**src/rtl/tspc_pkg.sv**
```systemverilog
// Shared types, codes and constants for the torque sensor poll controller.
`timescale 1ns / 1ps

package tspc_pkg;

    localparam logic [1:0] CMD_STEP = 2'd0;
    localparam logic [1:0] CMD_RX   = 2'd1;
    localparam logic [1:0] CMD_ZERO = 2'd2;

    localparam logic [1:0] REG_RESPONSE_TIMEOUT = 2'd0;
    localparam logic [1:0] REG_POLL_PERIOD      = 2'd1;
    localparam logic [1:0] REG_OFFLINE          = 2'd2;
    localparam logic [1:0] REG_RATE_WINDOW      = 2'd3;

    localparam logic [7:0]  RESPONSE_TIMEOUT_RST = 8'd3;
    localparam logic [7:0]  POLL_PERIOD_RST      = 8'd2;
    localparam logic [15:0] OFFLINE_RST          = 16'd50;
    localparam logic [15:0] RATE_WINDOW_RST      = 16'd1000;

    localparam logic [28:0] REPLY_ID  = 29'h410;
    localparam logic [6:0]  FRAME_LEN = 7'd7;
    localparam logic [7:0]  FC_READ   = 8'h04;
    localparam logic [7:0]  FC_ZERO   = 8'h10;

    localparam logic [55:0] PAYLOAD_READ = 56'h04000000000000;
    localparam logic [55:0] PAYLOAD_ZERO = 56'h1046043F800000;

    localparam logic       KIND_READ = 1'b0;
    localparam logic       KIND_ZERO = 1'b1;

    localparam int CFG_IDX_W = 2;
    localparam int CFG_DATA_W = 16;
    localparam int S_TDATA_W = 128;
    localparam int M_TDATA_W = 144;

    typedef struct packed {
        logic [7:0]  response_timeout_ms;
        logic [7:0]  poll_period_ms;
        logic [15:0] offline_ms;
        logic [15:0] rate_window_ms;
    } cfg_t;

    typedef struct packed {
        logic [1:0]  cmd;
        logic [31:0] now_ms;
        logic        bus_accepts;
        logic        rx_extended;
        logic [28:0] rx_id;
        logic [6:0]  rx_len;
        logic [55:0] rx_data;
    } item_t;

    typedef struct packed {
        logic        tx_valid;
        logic        tx_kind;
        logic [55:0] tx_payload;
        logic        request_accepted;
        logic [31:0] torque_bits;
        logic [31:0] sample_seq;
        logic        zero_done;
        logic        online;
        logic [15:0] query_rate;
        logic        zero_timed_out;
    } result_t;

    typedef struct packed {
        logic        zero_mode;
        logic        in_flight;
        logic [31:0] send_time;
        logic        zero_pending;
        logic [15:0] sent_count;
        logic [31:0] window_start;
        logic        timeout_latch;
        logic        reply_seen;
        logic [31:0] last_poll_time;
        logic [31:0] last_reply_time;
        logic [31:0] torque;
        logic [31:0] seq_count;
        logic        zero_ok_flag;
        logic [15:0] rate;
    } state_t;

endpackage

```
**src/rtl/tspc_cfg_regs.sv**
```systemverilog
// Configuration register file of the torque sensor poll controller.
`timescale 1ns / 1ps

module tspc_cfg_regs (
    input  logic                             aclk,
    input  logic                             aresetn,
    input  logic                             cfg_valid,
    input  logic [tspc_pkg::CFG_IDX_W-1:0]   cfg_index,
    input  logic [tspc_pkg::CFG_DATA_W-1:0]  cfg_data,
    output tspc_pkg::cfg_t                   cfg
);

    tspc_pkg::cfg_t cfg_reg;

    always_ff @(posedge aclk) begin
        if (!aresetn) begin
            cfg_reg.response_timeout_ms <= tspc_pkg::RESPONSE_TIMEOUT_RST;
            cfg_reg.poll_period_ms      <= tspc_pkg::POLL_PERIOD_RST;
            cfg_reg.offline_ms          <= tspc_pkg::OFFLINE_RST;
            cfg_reg.rate_window_ms      <= tspc_pkg::RATE_WINDOW_RST;
        end else if (cfg_valid) begin
            case (cfg_index)
                tspc_pkg::REG_RESPONSE_TIMEOUT: cfg_reg.response_timeout_ms <= cfg_data[7:0];
                tspc_pkg::REG_POLL_PERIOD:      cfg_reg.poll_period_ms      <= cfg_data[7:0];
                tspc_pkg::REG_OFFLINE:          cfg_reg.offline_ms          <= cfg_data;
                tspc_pkg::REG_RATE_WINDOW:      cfg_reg.rate_window_ms      <= cfg_data;
                default: ;
            endcase
        end
    end

    assign cfg = cfg_reg;

endmodule

```
**src/rtl/tspc_core.sv**
```systemverilog
// Poll and zero-calibration state with the per-word update and status logic.
`timescale 1ns / 1ps

module tspc_core (
    input  logic                aclk,
    input  logic                aresetn,
    input  logic                fire,
    input  tspc_pkg::item_t     item,
    input  tspc_pkg::cfg_t      cfg,
    output tspc_pkg::result_t   result
);

    tspc_pkg::state_t st_reg;
    tspc_pkg::state_t st_next;

    always_comb begin
        logic        send_ok;
        logic        valid_reply;
        logic [7:0]  fc;
        logic [31:0] now;
        logic [31:0] age;

        st_next = st_reg;
        now = item.now_ms;
        send_ok = 1'b0;
        valid_reply = 1'b0;
        fc = item.rx_data[55:48];
        result = '0;

        case (item.cmd)
            tspc_pkg::CMD_STEP: begin
                if ((now - st_reg.window_start) >= {16'd0, cfg.rate_window_ms}) begin
                    st_next.rate = st_reg.sent_count;
                    st_next.sent_count = '0;
                    st_next.window_start = now;
                end
                if (st_reg.zero_pending && !st_reg.in_flight) begin
                    st_next.zero_pending = 1'b0;
                    st_next.zero_mode = 1'b1;
                    send_ok = item.bus_accepts;
                    result.tx_kind = tspc_pkg::KIND_ZERO & item.bus_accepts;
                    result.tx_payload = item.bus_accepts ? tspc_pkg::PAYLOAD_ZERO : '0;
                end else if (!st_reg.zero_mode) begin
                    if (st_reg.in_flight) begin
                        if ((now - st_reg.send_time) >= {24'd0, cfg.response_timeout_ms}) begin
                            st_next.in_flight = 1'b0;
                        end
                    end else if ((now - st_reg.last_poll_time) >= {24'd0, cfg.poll_period_ms}) begin
                        st_next.last_poll_time = now;
                        send_ok = item.bus_accepts;
                        result.tx_kind = tspc_pkg::KIND_READ;
                        result.tx_payload = item.bus_accepts ? tspc_pkg::PAYLOAD_READ : '0;
                    end
                end else if (st_reg.in_flight &&
                             (now - st_reg.send_time) >= {24'd0, cfg.response_timeout_ms}) begin
                    st_next.in_flight = 1'b0;
                    st_next.zero_mode = 1'b0;
                    if (!st_reg.timeout_latch) begin
                        st_next.timeout_latch = 1'b1;
                        result.zero_timed_out = 1'b1;
                    end
                end
                // A frame the link took starts the response timer and counts toward the rate.
                if (send_ok) begin
                    st_next.in_flight = 1'b1;
                    st_next.send_time = now;
                    if (st_next.sent_count != 16'hFFFF) begin
                        st_next.sent_count = st_next.sent_count + 16'd1;
                    end
                end
            end
            tspc_pkg::CMD_RX: begin
                valid_reply = !item.rx_extended && (item.rx_id == tspc_pkg::REPLY_ID) &&
                              (item.rx_len >= tspc_pkg::FRAME_LEN);
                if (valid_reply) begin
                    st_next.last_reply_time = now;
                    st_next.in_flight = 1'b0;
                    st_next.reply_seen = 1'b1;
                    if (fc == tspc_pkg::FC_READ) begin
                        st_next.torque = item.rx_data[31:0];
                        st_next.seq_count = st_reg.seq_count + 32'd1;
                    end else if (fc == tspc_pkg::FC_ZERO) begin
                        st_next.zero_ok_flag = 1'b1;
                        st_next.timeout_latch = 1'b0;
                        st_next.zero_mode = 1'b0;
                    end
                end
            end
            tspc_pkg::CMD_ZERO: begin
                if (!st_reg.zero_pending && !st_reg.zero_mode) begin
                    st_next.zero_pending = 1'b1;
                    st_next.zero_ok_flag = 1'b0;
                    result.request_accepted = 1'b1;
                end
            end
            default: ;
        endcase

        age = now - st_next.last_reply_time;
        result.tx_valid = send_ok;
        result.torque_bits = st_next.torque;
        result.sample_seq = st_next.seq_count;
        result.zero_done = st_next.zero_ok_flag;
        result.online = st_next.reply_seen && (age < {16'd0, cfg.offline_ms});
        result.query_rate = st_next.rate;
    end

    always_ff @(posedge aclk) begin
        if (!aresetn) begin
            st_reg <= '0;
        end else if (fire) begin
            st_reg <= st_next;
        end
    end

endmodule

```
**src/rtl/torque_sensor_poll_controller.sv**
```systemverilog
// Top level of the torque sensor poll controller: stream ports, word registers, config port.
`timescale 1ns / 1ps

// Each input word yields exactly one result word. A word accepted into the input register
// passes a single stage of compare and update logic against the poll state and loads its
// result into the output register once that register has room, from where it is offered on
// the result side. With the result side ready, one word is accepted in every cycle. While a
// result waits in the output register, the input register takes at most one more word, and
// the input side then stalls until the waiting result is taken. Configuration writes are
// accepted in every cycle; change registers only while no word is in progress.
module torque_sensor_poll_controller (
    input  logic                              aclk,
    input  logic                              aresetn,
    input  logic                              s_tvalid,
    output logic                              s_tready,
    // now_ms[31:0], bus_accepts, rx_extended, rx_id[28:0], rx_len[6:0], rx_data[55:0], zero pad
    input  logic [tspc_pkg::S_TDATA_W-1:0]    s_tdata,
    // cmd[1:0]
    input  logic [1:0]                        s_tuser,
    output logic                              m_tvalid,
    input  logic                              m_tready,
    // tx_valid, tx_payload[55:0], request_accepted, torque_bits[31:0], sample_seq[31:0],
    // zero_done, online, query_rate[15:0], zero_timed_out, zero pad
    output logic [tspc_pkg::M_TDATA_W-1:0]    m_tdata,
    // tx_kind
    output logic                              m_tuser,
    input  logic                              cfg_valid,
    output logic                              cfg_ready,
    input  logic [tspc_pkg::CFG_IDX_W-1:0]    cfg_index,
    input  logic [tspc_pkg::CFG_DATA_W-1:0]   cfg_data
);

    tspc_pkg::cfg_t    cfg;
    tspc_pkg::item_t   in_item_reg;
    tspc_pkg::result_t result;
    tspc_pkg::result_t out_reg;
    logic              in_valid_reg;
    logic              out_valid_reg;
    logic              fire;

    assign cfg_ready = 1'b1;

    tspc_cfg_regs u_cfg (
        .aclk      (aclk),
        .aresetn   (aresetn),
        .cfg_valid (cfg_valid),
        .cfg_index (cfg_index),
        .cfg_data  (cfg_data),
        .cfg       (cfg)
    );

    // The registered word is processed once the result register has room.
    assign fire     = in_valid_reg && (!out_valid_reg || m_tready);
    assign s_tready = !in_valid_reg || fire;

    always_ff @(posedge aclk) begin
        if (!aresetn) begin
            in_valid_reg <= 1'b0;
        end else if (s_tready) begin
            in_valid_reg <= s_tvalid;
        end
    end

    always_ff @(posedge aclk) begin
        if (s_tready && s_tvalid) begin
            in_item_reg.cmd         <= s_tuser;
            in_item_reg.now_ms      <= s_tdata[31:0];
            in_item_reg.bus_accepts <= s_tdata[32];
            in_item_reg.rx_extended <= s_tdata[33];
            in_item_reg.rx_id       <= s_tdata[62:34];
            in_item_reg.rx_len      <= s_tdata[69:63];
            in_item_reg.rx_data     <= s_tdata[125:70];
        end
    end

    tspc_core u_core (
        .aclk    (aclk),
        .aresetn (aresetn),
        .fire    (fire),
        .item    (in_item_reg),
        .cfg     (cfg),
        .result  (result)
    );

    always_ff @(posedge aclk) begin
        if (!aresetn) begin
            out_valid_reg <= 1'b0;
        end else if (fire) begin
            out_valid_reg <= 1'b1;
        end else if (m_tready) begin
            out_valid_reg <= 1'b0;
        end
    end

    always_ff @(posedge aclk) begin
        if (fire) begin
            out_reg <= result;
        end
    end

    assign m_tvalid = out_valid_reg;
    assign m_tuser  = out_reg.tx_kind;
    assign m_tdata  = {3'b000,
                       out_reg.zero_timed_out,
                       out_reg.query_rate,
                       out_reg.online,
                       out_reg.zero_done,
                       out_reg.sample_seq,
                       out_reg.torque_bits,
                       out_reg.request_accepted,
                       out_reg.tx_payload,
                       out_reg.tx_valid};

endmodule

```
**config.mk**
```make
export PLATFORM = sky130hd
export DESIGN_NAME = torque_sensor_poll_controller
export DESIGN_NICKNAME = d
export VERILOG_FILES = /design/src/rtl/tspc_pkg.sv /design/src/rtl/tspc_cfg_regs.sv /design/src/rtl/tspc_core.sv /design/src/rtl/torque_sensor_poll_controller.sv
export SDC_FILE = /design/constraint.sdc
export NUM_CORES = 1
export LEC_CHECK = 0
export BUFFER_PORTS_ARGS = -buffer_cell sky130_fd_sc_hd__buf_2
export CAP_MARGIN = 20
export CORE_MARGIN = 2
export CORE_UTILIZATION = 30
export DETAILED_ROUTE_END_ITERATION = 10
export SLEW_MARGIN = 20
export SYNTH_ARGS = -nofsm -noshare
export SYNTH_HDL_FRONTEND = slang
export SYNTH_HIERARCHICAL = 1
export SYNTH_SLANG_ARGS = --single-unit
```
**constraint.sdc**
```tcl
create_clock -name aclk -period 14.08 [get_ports aclk]
set_input_delay 4.224 -clock aclk [delete_from_list [all_inputs] [get_ports aclk]]
set_output_delay 4.224 -clock aclk [all_outputs]
set_load 0.02 [all_outputs]
```
After elaboration in Yosys (flattened, before gate mapping). Index checks and enable logic that the tools add are counted. W data, S select, Z words.

Muxes and demuxes: 49. Reductions and logical operators: 34. Bitwise logic cells: 5. Add/sub/neg operators: 6. Equality and inequality tests: 20. $lt $le $gt $ge: 5.

Operator list (count): $mux W57 (3); $sub A32 B32 Y32 (4); $mux W97 (1); $mux W48 (2); $mux W96 (1); $ge A32 B8 Y1 (2); $mux W16 (4); $mux W64 (1); $mux W56 (1); $mux W53 (1); $mux W51 (1); $mux W33 (1); $add A32 B1 Y32 const B (1); $ge A32 B16 Y1 (1); $lt A32 B16 Y1 (1); $eq A29 B11 Y1 const B (1); $mux W1 (26); $add A16 B1 Y16 const B (1); $ne A16 B16 Y1 const B (1); $ne A2 B1 Y1 const B (7); $reduce_and A2 Y1 (5); $reduce_and A5 Y1 (2); $eq A8 B3 Y1 const B (1); $eq A8 B5 Y1 const B (1); other kinds (20) (49).

Bits in registers: 550. Bits of input ports: 153. Output and inout port bits: 148. Word-level logic and storage cells: 156.

Logic depth before layout (Yosys ltp).
Word-level depth: 9. Depth in mapped cells: 33. Gate-level depth less buffers: 31.

By module. Netlist, hierarchy kept.

Modules (own cells, without submodules): tspc_core (instances 1, cells an instance 2797, seq. area each 4604.4 um^2, area each 21003.9 um^2); torque_sensor_poll_controller (instances 1, cells an instance 285, seq. area each 8147.8 um^2, area each 8249.2 um^2); tspc_cfg_regs (instances 1, cells an instance 190, seq. area each 960.9 um^2, area each 1858.0 um^2).

Worst setup path after synthesis. No wires, ideal clock.

Path kind: input to register. Start: input m_tready. End: register u_core/st_reg[210] in the netlist's numbering. Slack: 1.426 ns. Data arrival time: 12.526 ns. Required time: 13.952 ns. Library setup time: 0.128 ns. Path buffers: 2. Stages on the path: 10. Cell sequence: nor2b_4 nor2b_1 inv_1 nor2_1 o21ai_0 nor2_1 buf_2 buf_6 mux2i_1 nor2_1.

Cells in the longest elaborated chain, start to end: 3.

Ends and longest elaborated chain: from (decl) (RTL line torque_sensor_poll_controller.sv:21) `input logic m_tready,`; $logic_or A1 B1 Y1 (RTL line torque_sensor_poll_controller.sv:53) `assign fire = in_valid_reg && (!out_valid_reg || m_tready);`; $logic_and A1 B1 Y1 (RTL line torque_sensor_poll_controller.sv:53); named net fire (RTL line torque_sensor_poll_controller.sv:39) `logic fire;`; $reduce_and A3 Y1 (no source line); to (signal assigned) (RTL line tspc_core.sv:112) `st_reg <= st_next;`; to (decl) (RTL line tspc_core.sv:13) `tspc_pkg::state_t st_reg;`.

The timed path passes the listed nets, and every way through them passes these cells. A chain may end at the register's enable or synchronous reset.

Final worst setup path.
Start: input m_tready. End: output s_tready.

Cells in the longest elaborated chain, start to end: 3.

Ends and longest elaborated chain: $logic_or A1 B1 Y1 (RTL line torque_sensor_poll_controller.sv:53); $logic_and A1 B1 Y1 (RTL line torque_sensor_poll_controller.sv:53); $logic_or A1 B1 Y1 (RTL line torque_sensor_poll_controller.sv:54) `assign s_tready = !in_valid_reg || fire;`; to (decl) (RTL line torque_sensor_poll_controller.sv:15) `output logic s_tready,`.

Every way passes these cells.

==> results.toml <==
[outcome]
outcome = "completed"

[timing]
fin_hold_ws_ps = 449.0
setup_tns_ps = 0
rsz0062_at_grt = "false"
worst_slew_pin_slew_ps = 1054
setup_viol = 0
maxSlewViolCount = 0
fin_crit_sh = 0.6306
max_freq_mhz = 112.6
slew-limit-headroom = 0.2975
hold_viol = 0
fin_skew_ps = 41.79
fin_crit_ps = 8878

[power_and_ir_drop]
power.density_nw_per_um2 = 114.1
ir_drop_mv = 0.1043
power_leakage_nw = 13.77

[min_path]
hold_path_depth = 2
hold_path.startpoint = "u_core/st_reg[104]"
hold_class = "reg2reg"
holdPathEnd = "u_core/st_reg[104]"

[synthesis]
netlist_area_um2 = 30630
syn-instance-count = 3256
yosysWarnings = 6
syn_area_per_cell_um2 = 9.407

[setup_path]
path_class = "in2out"
start_kind = "input pin"
worstPathRequired_ps = 9860
r2r_start = "in_item_reg[78]"
rr_worst_depth = 23
ff2ff_setup_slack_ps = 6520
cp-end-kind = "output pin"
path_max_fanout = 2
r2r-end = "m_tdata[123]"
crit_arrival_ps = 4650

[layout]
n_fill_cell = 10323
largest_reg_flops = 230
fin_nets = 3735
drive_above_1_share = 0.1391
syn2layout_area_growth_pct = 13.50
final_util = 0.3427

[route]
drt_iter0_drc = 1904
wl_per_cell_um = 16.63
route.final.wire_length_mm = 80.31
route.detailed.drc = 0
firstDrtPassIters = 6
drtAntennaViolNets = 0
vias_per_cell = 4.833
vias = 23333

[global_route]
grtUsageTotal = 0.1484
grt_pass1_vias = 21682
antenna_found_initial = 7
grt_max_degree = 169
gr-total-overflow = 0
grt_first_pass_wirelength_mm = 122.9

[flow_run]
max_cap_violations = 0

[floorplan]
boundaryPins = 301
dieWidth_um = 323.5
die_area_um2 = 104700
die_y_um = 323.5
core-area_um2 = 101400
std_cell_rows = 117
start_util = 0.3019

[clock_network]
clk_pin_slew_ps = 60
post_cts_buffers = 0
cts-root-buf = "clkbuf_16"
cts_tree = "built"
cts_buffer_depth = 3
clock-sinks = 534
insertion_delay_ps = 680
numCtsBuffers = 61
h-tree-depth = 2
holdBufCountCts = 0
cts_resized = 0

[placed_design]
portBuffers = 278
place_congestion = 0.8910
hpwlAfterDp_mm = 56.74
## layout by cell type, fill, tap and decap left out, types with 42 or more instances in the layout
master and n:
a21o_1 53, a21oi_1 207, and3_1 42, buf_2 277, buf_4 48, clkbuf_16 64
conb_1 47, dfxtp_1 280, edfxtp_1 254, ha_1 173, inv_1 201, mux2i_1 197
nand2_1 368, nand3_1 75, nand4_1 52, nor2_1 312, nor3_1 70, o21ai_0 82
xnor2_1 67, xor2_1 64
## final cells by class
class	count	area (µm²)	area share
Clock buffer	77	1670	0.04805
Sequential cell	534	13230	0.3806
Tap cell	1368	1712	0.04923
Clock inverter	39	518.0	0.01490
Timing Repair Buffer	326	1767	0.05082
Antenna cell	2	5.005	0.0001440
Inverter	202	763.2	0.02195
Multi-Input combinational cell	2280	15100	0.4343
## worst max-delay path by stage
stage / from / to / slack, ps / cells after the start
after CTS: m_tready / s_tready / 5200 / 3
after detailed placement: m_tready / s_tready / 5200 / 3
after global placement: m_tready / s_tready / 5200 / 3
after floorplan: m_tready / u_core/st_reg[210] / 1430 / 10
after global routing: m_tready / s_tready / 5190 / 3
final: m_tready / s_tready / 5200 / 3
## layer usage
metal | up-vias | wire, µm | part of all wire | global-route usage
li1 | 11647 | - | - | -
met1 | 11077 | 36510 | 0.45 | 0.1942
met2 | 487 | 38160 | 0.48 | 0.2502
met3 | 112 | 3448 | 0.043 | 0.02266
met4 | 10 | 2125 | 0.026 | 0.04784
met5 | - | 75 | 0.00093 | 0
## metrics by stage
| step | std cells | area, µm² | total power (W) | setup WS, ps |
|---|---|---|---|---|
| floorplan | 3300 | 30800 | 0.002130 | 1426 |
| global placement | 4710 | 32570 | 0.002265 | 5199 |
| detailed placement | 4710 | 32570 | 0.002269 | 5199 |
| CTS | 4826 | 34760 | 0.004024 | 5197 |
| global route | 4827 | 34760 | 0.004145 | 5190 |
| finish | 4828 | 34770 | 0.003966 | 5202 |
## worst max-delay path, cell delays in order
cell,delay (ps)
buf_2,120
nand3b_4,140
buf_2,160
## power breakdown
part / internal [W] / switching [W] / leakage, nW / total [W]
Clock: 0.00103 / 0.000697 / 1.06 / 0.00173
Sequential: 0.00169 / 0.0000213 / 4.68 / 0.00171
Combinational: 0.000191 / 0.000339 / 8.03 / 0.000530
No activity file was read; power rests on OpenSTA's default activity.
